--- src/hdl/mpq_pkg.sv ---
// ============================================================================
// mpq_pkg
// Types, codes and defaults shared by the min priority queue unit.
// ============================================================================
`default_nettype none

package mpq_pkg;

    localparam int DATA_W           = 32;
    localparam int COUNT_W          = 7;
    localparam int STATUS_W         = 2;
    localparam int DEFAULT_CAPACITY = 64;

    // Operation codes
    localparam logic ACT_PUSH = 1'b0;
    localparam logic ACT_POP  = 1'b1;

    // Result status codes
    localparam logic [STATUS_W-1:0] STATUS_OK         = 2'd0;
    localparam logic [STATUS_W-1:0] STATUS_POP_EMPTY  = 2'd1;
    localparam logic [STATUS_W-1:0] STATUS_PUSH_FULL  = 2'd2;

    typedef struct packed {
        logic                     action;
        logic signed [DATA_W-1:0] item_value;
        logic signed [DATA_W-1:0] item_priority;
    } t_in;

    typedef struct packed {
        logic signed [DATA_W-1:0] popped_value;
        logic [STATUS_W-1:0]      status;
        logic [COUNT_W-1:0]       count;
        logic                     is_empty;
    } t_out;

    // One stored queue entry, one memory word
    typedef struct packed {
        logic signed [DATA_W-1:0] pri;
        logic signed [DATA_W-1:0] value;
    } t_entry;

endpackage

`default_nettype wire

--- src/hdl/min_priority_queue_unit.sv ---
// ============================================================================
// min_priority_queue_unit
// Bounded min priority queue kept as an unsorted array in one RAM.
// ============================================================================
// Push, pop on empty and push on full: busy stays low and the result strobes
//   in the cycle after the transaction, so these run at one per cycle.
// Pop: busy while the scan state reads every entry, one RAM read each, and the
//   shift state moves the later entries down; the result strobes in the first
//   cycle with busy low, when the next transaction may already be taken.
// Results cannot be stalled. Synchronous reset empties the queue, not the RAM.
`default_nettype none

module min_priority_queue_unit #(
    parameter int CAPACITY = mpq_pkg::DEFAULT_CAPACITY
) (
    input  wire logic          i_clk,
    input  wire logic          i_rst_n,
    input  wire logic          start,
    output logic               busy,
    input  wire mpq_pkg::t_in  i_item,
    output logic               o_result_strobe,
    output mpq_pkg::t_out      o_result
);

    localparam int AW = $clog2(CAPACITY);
    localparam int CW = $clog2(CAPACITY + 1);

    typedef enum logic [2:0] {
        S_IDLE  = 3'b001,
        S_SCAN  = 3'b010,
        S_SHIFT = 3'b100
    } t_state;

    t_state                          r_state, n_state;
    logic [CW-1:0]                   r_count, n_count;
    logic [AW-1:0]                   r_cmp, n_cmp;
    logic [AW-1:0]                   r_best, n_best;
    logic signed [mpq_pkg::DATA_W-1:0] r_best_pri, n_best_pri;
    logic signed [mpq_pkg::DATA_W-1:0] r_best_val, n_best_val;
    logic [AW-1:0]                   r_wr, n_wr;
    logic                            r_strobe, n_strobe;
    mpq_pkg::t_out                   r_res, n_res;

    logic                                 ram_we;
    logic [AW-1:0]                        ram_waddr;
    logic [AW-1:0]                        ram_raddr;
    logic [$bits(mpq_pkg::t_entry)-1:0]   ram_wdata;
    logic [$bits(mpq_pkg::t_entry)-1:0]   ram_rdata;
    mpq_pkg::t_entry                      rd_entry;
    mpq_pkg::t_entry                      push_entry;

    logic          take;
    logic          finish;
    logic          full;
    logic [AW-1:0] last_idx;

    mpq_ram #(
        .WIDTH ($bits(mpq_pkg::t_entry)),
        .DEPTH (CAPACITY)
    ) u_ram (
        .i_clk   (i_clk),
        .i_we    (ram_we),
        .i_waddr (ram_waddr),
        .i_wdata (ram_wdata),
        .i_raddr (ram_raddr),
        .o_rdata (ram_rdata)
    );

    assign rd_entry         = mpq_pkg::t_entry'(ram_rdata);
    assign push_entry.pri   = i_item.item_priority;
    assign push_entry.value = i_item.item_value;
    assign full             = (r_count == CW'(CAPACITY));
    assign last_idx         = AW'(r_count - 1'b1);
    // first entry seeds the minimum; strict compare keeps the earliest on ties
    assign take             = (r_cmp == '0) || (rd_entry.pri < r_best_pri);

    always_comb begin
        n_state    = r_state;
        n_count    = r_count;
        n_cmp      = r_cmp;
        n_best     = r_best;
        n_best_pri = r_best_pri;
        n_best_val = r_best_val;
        n_wr       = r_wr;
        n_strobe   = 1'b0;
        n_res      = r_res;
        ram_we     = 1'b0;
        ram_waddr  = r_wr;
        ram_wdata  = ram_rdata;
        ram_raddr  = AW'(r_cmp + 1'b1);
        finish     = 1'b0;

        unique case (r_state)
            S_IDLE: begin
                ram_raddr = '0;
                if (start) begin
                    if (i_item.action == mpq_pkg::ACT_PUSH) begin
                        n_strobe           = 1'b1;
                        n_res.popped_value = '0;
                        if (full) begin
                            n_res.status = mpq_pkg::STATUS_PUSH_FULL;
                        end else begin
                            ram_we       = 1'b1;
                            ram_waddr    = AW'(r_count);
                            ram_wdata    = push_entry;
                            n_count      = r_count + 1'b1;
                            n_res.status = mpq_pkg::STATUS_OK;
                        end
                        n_res.count    = mpq_pkg::COUNT_W'(n_count);
                        n_res.is_empty = (n_count == '0);
                    end else if (r_count == '0) begin
                        n_strobe           = 1'b1;
                        n_res.popped_value = '0;
                        n_res.status       = mpq_pkg::STATUS_POP_EMPTY;
                        n_res.count        = mpq_pkg::COUNT_W'(r_count);
                        n_res.is_empty     = 1'b1;
                    end else begin
                        n_state = S_SCAN;
                        n_cmp   = '0;
                    end
                end
            end
            S_SCAN: begin
                if (take) begin
                    n_best     = r_cmp;
                    n_best_pri = rd_entry.pri;
                    n_best_val = rd_entry.value;
                end
                n_cmp = AW'(r_cmp + 1'b1);
                if (r_cmp == last_idx) begin
                    if (n_best == last_idx) begin
                        finish = 1'b1;
                    end else begin
                        // prefetch the entry that moves into the gap
                        n_state   = S_SHIFT;
                        n_wr      = n_best;
                        ram_raddr = AW'(n_best + 1'b1);
                    end
                end
            end
            S_SHIFT: begin
                ram_we    = 1'b1;
                ram_waddr = r_wr;
                ram_wdata = ram_rdata;
                ram_raddr = AW'(r_wr + AW'(2));
                n_wr      = AW'(r_wr + 1'b1);
                if (AW'(r_wr + 1'b1) == last_idx) begin
                    finish = 1'b1;
                end
            end
            default: begin
                n_state = S_IDLE;
            end
        endcase

        if (finish) begin
            n_state            = S_IDLE;
            n_count            = r_count - 1'b1;
            n_strobe           = 1'b1;
            n_res.popped_value = n_best_val;
            n_res.status       = mpq_pkg::STATUS_OK;
            n_res.count        = mpq_pkg::COUNT_W'(n_count);
            n_res.is_empty     = (n_count == '0);
        end
    end

    always_ff @(posedge i_clk) begin
        if (!i_rst_n) begin
            r_state  <= S_IDLE;
            r_count  <= '0;
            r_strobe <= 1'b0;
        end else begin
            r_state  <= n_state;
            r_count  <= n_count;
            r_strobe <= n_strobe;
        end
    end

    always_ff @(posedge i_clk) begin
        r_cmp      <= n_cmp;
        r_best     <= n_best;
        r_best_pri <= n_best_pri;
        r_best_val <= n_best_val;
        r_wr       <= n_wr;
        r_res      <= n_res;
    end

    assign busy            = (r_state != S_IDLE);
    assign o_result_strobe = r_strobe;
    assign o_result        = r_res;

    // A push transaction always reports on the next cycle
    a_push_result: assert property (@(posedge i_clk) disable iff (!i_rst_n)
        (start && !busy && i_item.action == mpq_pkg::ACT_PUSH) |=> o_result_strobe)
        else $error("push transaction without result");

    // Never hold more entries than the array has
    a_count_bound: assert property (@(posedge i_clk) disable iff (!i_rst_n)
        r_count <= CW'(CAPACITY))
        else $error("entry count above capacity");

    // A running pop always has something to remove
    a_busy_nonempty: assert property (@(posedge i_clk) disable iff (!i_rst_n)
        busy |-> (r_count != '0))
        else $error("pop in progress on empty queue");

    // Reported empty flag agrees with the stored count
    a_empty_flag: assert property (@(posedge i_clk) disable iff (!i_rst_n)
        o_result_strobe |-> (o_result.is_empty == (r_count == '0)))
        else $error("empty flag disagrees with count");

endmodule

`default_nettype wire

--- src/hdl/mpq_ram.sv ---
// ============================================================================
// mpq_ram
// Simple dual-port RAM: one write port, one read port, registered read data.
// ============================================================================
`default_nettype none

module mpq_ram #(
    parameter  int WIDTH = 64,
    parameter  int DEPTH = 64,
    localparam int AW    = $clog2(DEPTH)
) (
    input  wire logic             i_clk,
    input  wire logic             i_we,
    input  wire logic [AW-1:0]    i_waddr,
    input  wire logic [WIDTH-1:0] i_wdata,
    input  wire logic [AW-1:0]    i_raddr,
    output logic      [WIDTH-1:0] o_rdata
);

    logic [WIDTH-1:0] r_mem [DEPTH];

    always_ff @(posedge i_clk) begin
        if (i_we) begin
            r_mem[i_waddr] <= i_wdata;
        end
        o_rdata <= r_mem[i_raddr];
    end

endmodule

`default_nettype wire
--- config.mk ---
export PLATFORM = sky130hd
export DESIGN_NAME = min_priority_queue_unit
export DESIGN_NICKNAME = d
export VERILOG_FILES = /design/src/hdl/mpq_pkg.sv /design/src/hdl/min_priority_queue_unit.sv /design/src/hdl/mpq_ram.sv
export SDC_FILE = /design/constraint.sdc
export NUM_CORES = 2
export LEC_CHECK = 0
export ABC_CLOCK_PERIOD_IN_PS = 18900
export BUFFER_PORTS_ARGS = -buffer_cell sky130_fd_sc_hd__clkbuf_2
export CAP_MARGIN = 40
export CELL_PAD_IN_SITES_DETAIL_PLACEMENT = 0
export CELL_PAD_IN_SITES_GLOBAL_PLACEMENT = 1
export CORE_MARGIN = 3
export CORE_UTILIZATION = 39
export CTS_CLUSTER_SIZE = 12
export DETAILED_ROUTE_END_ITERATION = 16
export PLACE_DENSITY_LB_ADDON = 0.1
export SLEW_MARGIN = 10
export SYNTH_ARGS = -nofsm -noshare
export SYNTH_HDL_FRONTEND = slang
export SYNTH_HIERARCHICAL = 1
export SYNTH_SLANG_ARGS = --single-unit
--- constraint.sdc ---
create_clock -name i_clk -period 18.9 [get_ports i_clk]
set_clock_uncertainty 0.1 [all_clocks]
set_input_delay 2.835 -clock i_clk [delete_from_list [all_inputs] [get_ports i_clk]]
set_output_delay 2.835 -clock i_clk [all_outputs]
set_load 0.005 [all_outputs]
==> reports/metrics.cfg <==
[power_and_ir_drop]
ir_worst_vdd_uv=95.7
intPower_uw=16800
p_total_uw=22100
power_density_nw_per_um2=117
pwr-share-clk=0.386
p_switching_uw=5330
p_sw_frac=0.241
p_seq_frac=0.514
combPwrFrac=0.099
leakagePower_uw=0.0580

[final_layout]
layout.area.seq_sq_um=128000
nFillCells=34998
layout-drive-gt1-share=0.274
final_cells=13903
synthToLayoutAreaGrowth_pct=15.2
fin_area_sq_um=189000
multi_input_area_sq_um=34700
num-nets-final=8137

[job]
cap_violations=0

[sta]
slew_headroom=0.254
fmax_mhz=112
worst_pin_slew_ps=1120
finalCritPeriodShare=0.474
rsz0062_at_grt=no
whs_ps=343
finalSetupViolations=0
fin_crit_ps=8960
final.setup.tns_ps=0
hold_viol=0
slew_violations=0

[worst_setup_path]
required_ps=19630
critPathKind=reg2reg
cpPeakStageDelay_ps=740
critPathCaptureType=flip-flop
cp.depth=23
reg2reg_from=u_ram/o_rdata[51]
path_max_fanout=103
crit_top_cell=buf_4
worstPathArrival_ps=9690
cpLargestDelayFamily=compound AO/OA/AOI/OAI gates
worst_r2r_path_depth=23
startpoint_type=flip-flop
slowest_stage=buf_4
crit_chain=ha_1 -> a21oi_1 -> o21ai_0 -> a2111oi_2 -> buf_4 -> nor3_2 -> buf_4 -> o32a_4 -> mux2i_4 -> xnor2_1 -> nor2_4 -> a31oi_2 -> mux2i_1 -> o21ai_4 -> buf_4 -> buf_4 -> buf_4 -> buf_12 -> mux4_2 -> mux2i_1 -> o22ai_1 -> a41oi_1 -> a211oi_1
cp_num_buf_inv=6
startpoint=u_ram/o_rdata[51]

[synthesis]
ys_dominant_reg_cell=edfxtp_1
yosysUniqueCellTypes=78
syn-num-nets=7588
ys_seq_area_frac=0.779
async_flop_share=0
synth_edf_count=4186
postSynthCellCount=7481
ys_warn_count=6
synth_area_per_cell_sq_um=21.9
ys_ff_latch=4295
syn_area_sq_um=164000

[clock_network]
cts_resized=0
cts_max_path_buffers=4
htreeDepth=5
cts.sinks=4295
clk_pin_slew_worst_paths_ps=60
cts_tree=built
cts_buffers=457
cts_root_buf=clkbuf_16
clk_latency_ps=1000
ctsHoldBuffers=0
cts_setup_buffers=0

[floorplanning]
dieArea_sq_um=429000
die_h_um=655
initial_core_util=0.393
io_pins=112
die_x_um=655
std_cell_rows=237
core_sq_um=418000

[place]
gp_congestion=0.783
placedCellCount=13058
place_area_sq_um=175000
port_buffers=111
dpl.hpwl_mm=298

[global_route]
grt_pass1_vias=83911
grt.overflow.total=0
grt_max_degree=108
antenna_found_initial=25
grtUsageTotal=0.246
grt_pass1_wl_mm=725

[worst_hold_path]
holdPathStages=2
worstHoldPathType=reg2reg
hold_start=u_ram/o_rdata[26]

[route]
drcViolationCount=0
via_per_inst=5.99
vias=83343
wl_per_cell_um=38.3
first_pass_iters=5
drtIter0Drc=10221
ant_nets=0
drt_wl_total_mm=533

[run_status]
status=complete, no violations

[routing by layer]
metal / share of wire / track usage / vias up
li1: - / - / 32624
met4: 0.026 / 0.0601 / 2
met3: 0.065 / 0.0333 / 705
met2: 0.49 / 0.405 / 3295
met1: 0.42 / 0.350 / 46717
met5: 0.000024 / 0 / -
[worst reg2reg max path: cells and delay by family (launching register included)]
kind	cells	cell delay, ps
AOI/OAI and AO/OA	9	2940
xor gates and xnor gates	1	290
adders and majority gates	1	330
buffers and inverters	6	3030
DFF	1	490
muxes	4	1460
and+or+nand+nor	2	150
[per-stage QoR]
stage	util	setup slack, ps
after floorplan	-	9440
after global placement	0.413	8240
after detailed placement	0.418	10080
after CTS	0.452	10020
after global routing	0.453	9610
final	0.453	9940
[flip-flops by register name (all words and copies together), names as in the netlist]
| signal | cells |
|---|---|
| o_result | 42 |
| u_ram/o_rdata | 64 |
| r_best_val | 32 |
| r_best | 6 |
| r_best_pri | 32 |
| r_state | 3 |
| o_result_strobe | 1 |
| u_ram/r_mem | 4096 |
| r_count | 7 |
| r_wr | 6 |
| r_cmp | 6 |
[logic make-up (layout without fill, tap and decap cells)]
logic type / Yosys count / after routing / share of synthesized area
AO/OA/AOI/OAI: 638 / 638 / 0.0295
XOR/XNOR: 39 / 39 / 0.00226
adder cells (fa/ha/maj): 39 / 39 / 0.00297
buffers and inverters: 486 / 1407 / 0.0137
flip-flops: 4295 / 4295 / 0.779
multiplexers: 1170 / 1170 / 0.150
other: 0 / 4 / 0
AND/OR/NAND/NOR: 814 / 814 / 0.0230
[cells in the mapped netlist, types with 34 or more instances]
cell / instances / area, sq um
a211oi_1: 64 / 480
a22o_1: 93 / 815
a22oi_1: 170 / 1280
and3_1: 75 / 469
buf_2: 177 / 886
buf_4: 35 / 263
clkbuf_1: 166 / 623
dfxtp_1: 109 / 2180
edfxtp_1: 4186 / 126000
ha_1: 39 / 488
inv_1: 69 / 259
mux2i_1: 142 / 1420
mux4_2: 1024 / 23100
nand2_1: 385 / 1450
nand3_1: 57 / 285
nor2_1: 133 / 499
o21a_1: 34 / 255
o221ai_1: 39 / 342
o22ai_1: 90 / 563
[cell usage in the layout, fill, tap and decap left out, drive strengths merged, types with 17 or more instances in the layout]
master and n:
o221ai 39, buf 396, clkbuf 735, bufinv 17
o22ai 90, nor2 134, a41oi 27, o21ai 29
and3 75, a22oi 170, or3 32, a31oi 21
a21oi 24, a211oi 64, or2 32, inv 78
a22o 93, clkinv 176, xnor2 21, o21a 34
edfxtp 4186, ha 39, xor2 18, nand2 385
dfxtp 109, nand3 57, mux2i 144, mux4 1024
nor2b 32, a2bb2oi 21
[path summary, 6_finish.rpt]
kind,slack (ps),end
max,9940,u_ram/o_rdata[40]
min,340,r_best_val[26]
max reg2reg,9940,u_ram/o_rdata[40]
min reg2reg,340,r_best_val[26]
[area by class of cell]
type                            instances  share of cell area
Inverter                               69             0.00138
Multi-Input combinational cell       2700               0.184
Clock inverter                        207             0.00846
Timing Repair Buffer                  507              0.0275
Antenna cell                            4           0.0000529
Tap cell                             5497              0.0364
Clock buffer                          624              0.0662
Sequential cell                      4295               0.676
[power by group through the flow]
stage                     Clock [uW]  Sequential [uW]  Combinational (uW)
after detailed placement           0            11600                2210
after global routing            9090            11400                2370
final                           8540            11400                2190
after floorplan                    0            11500                1290
after CTS                       8710            11400                2210
after global placement             0            11600                2110
No activity file was read; power rests on OpenSTA's default activity.
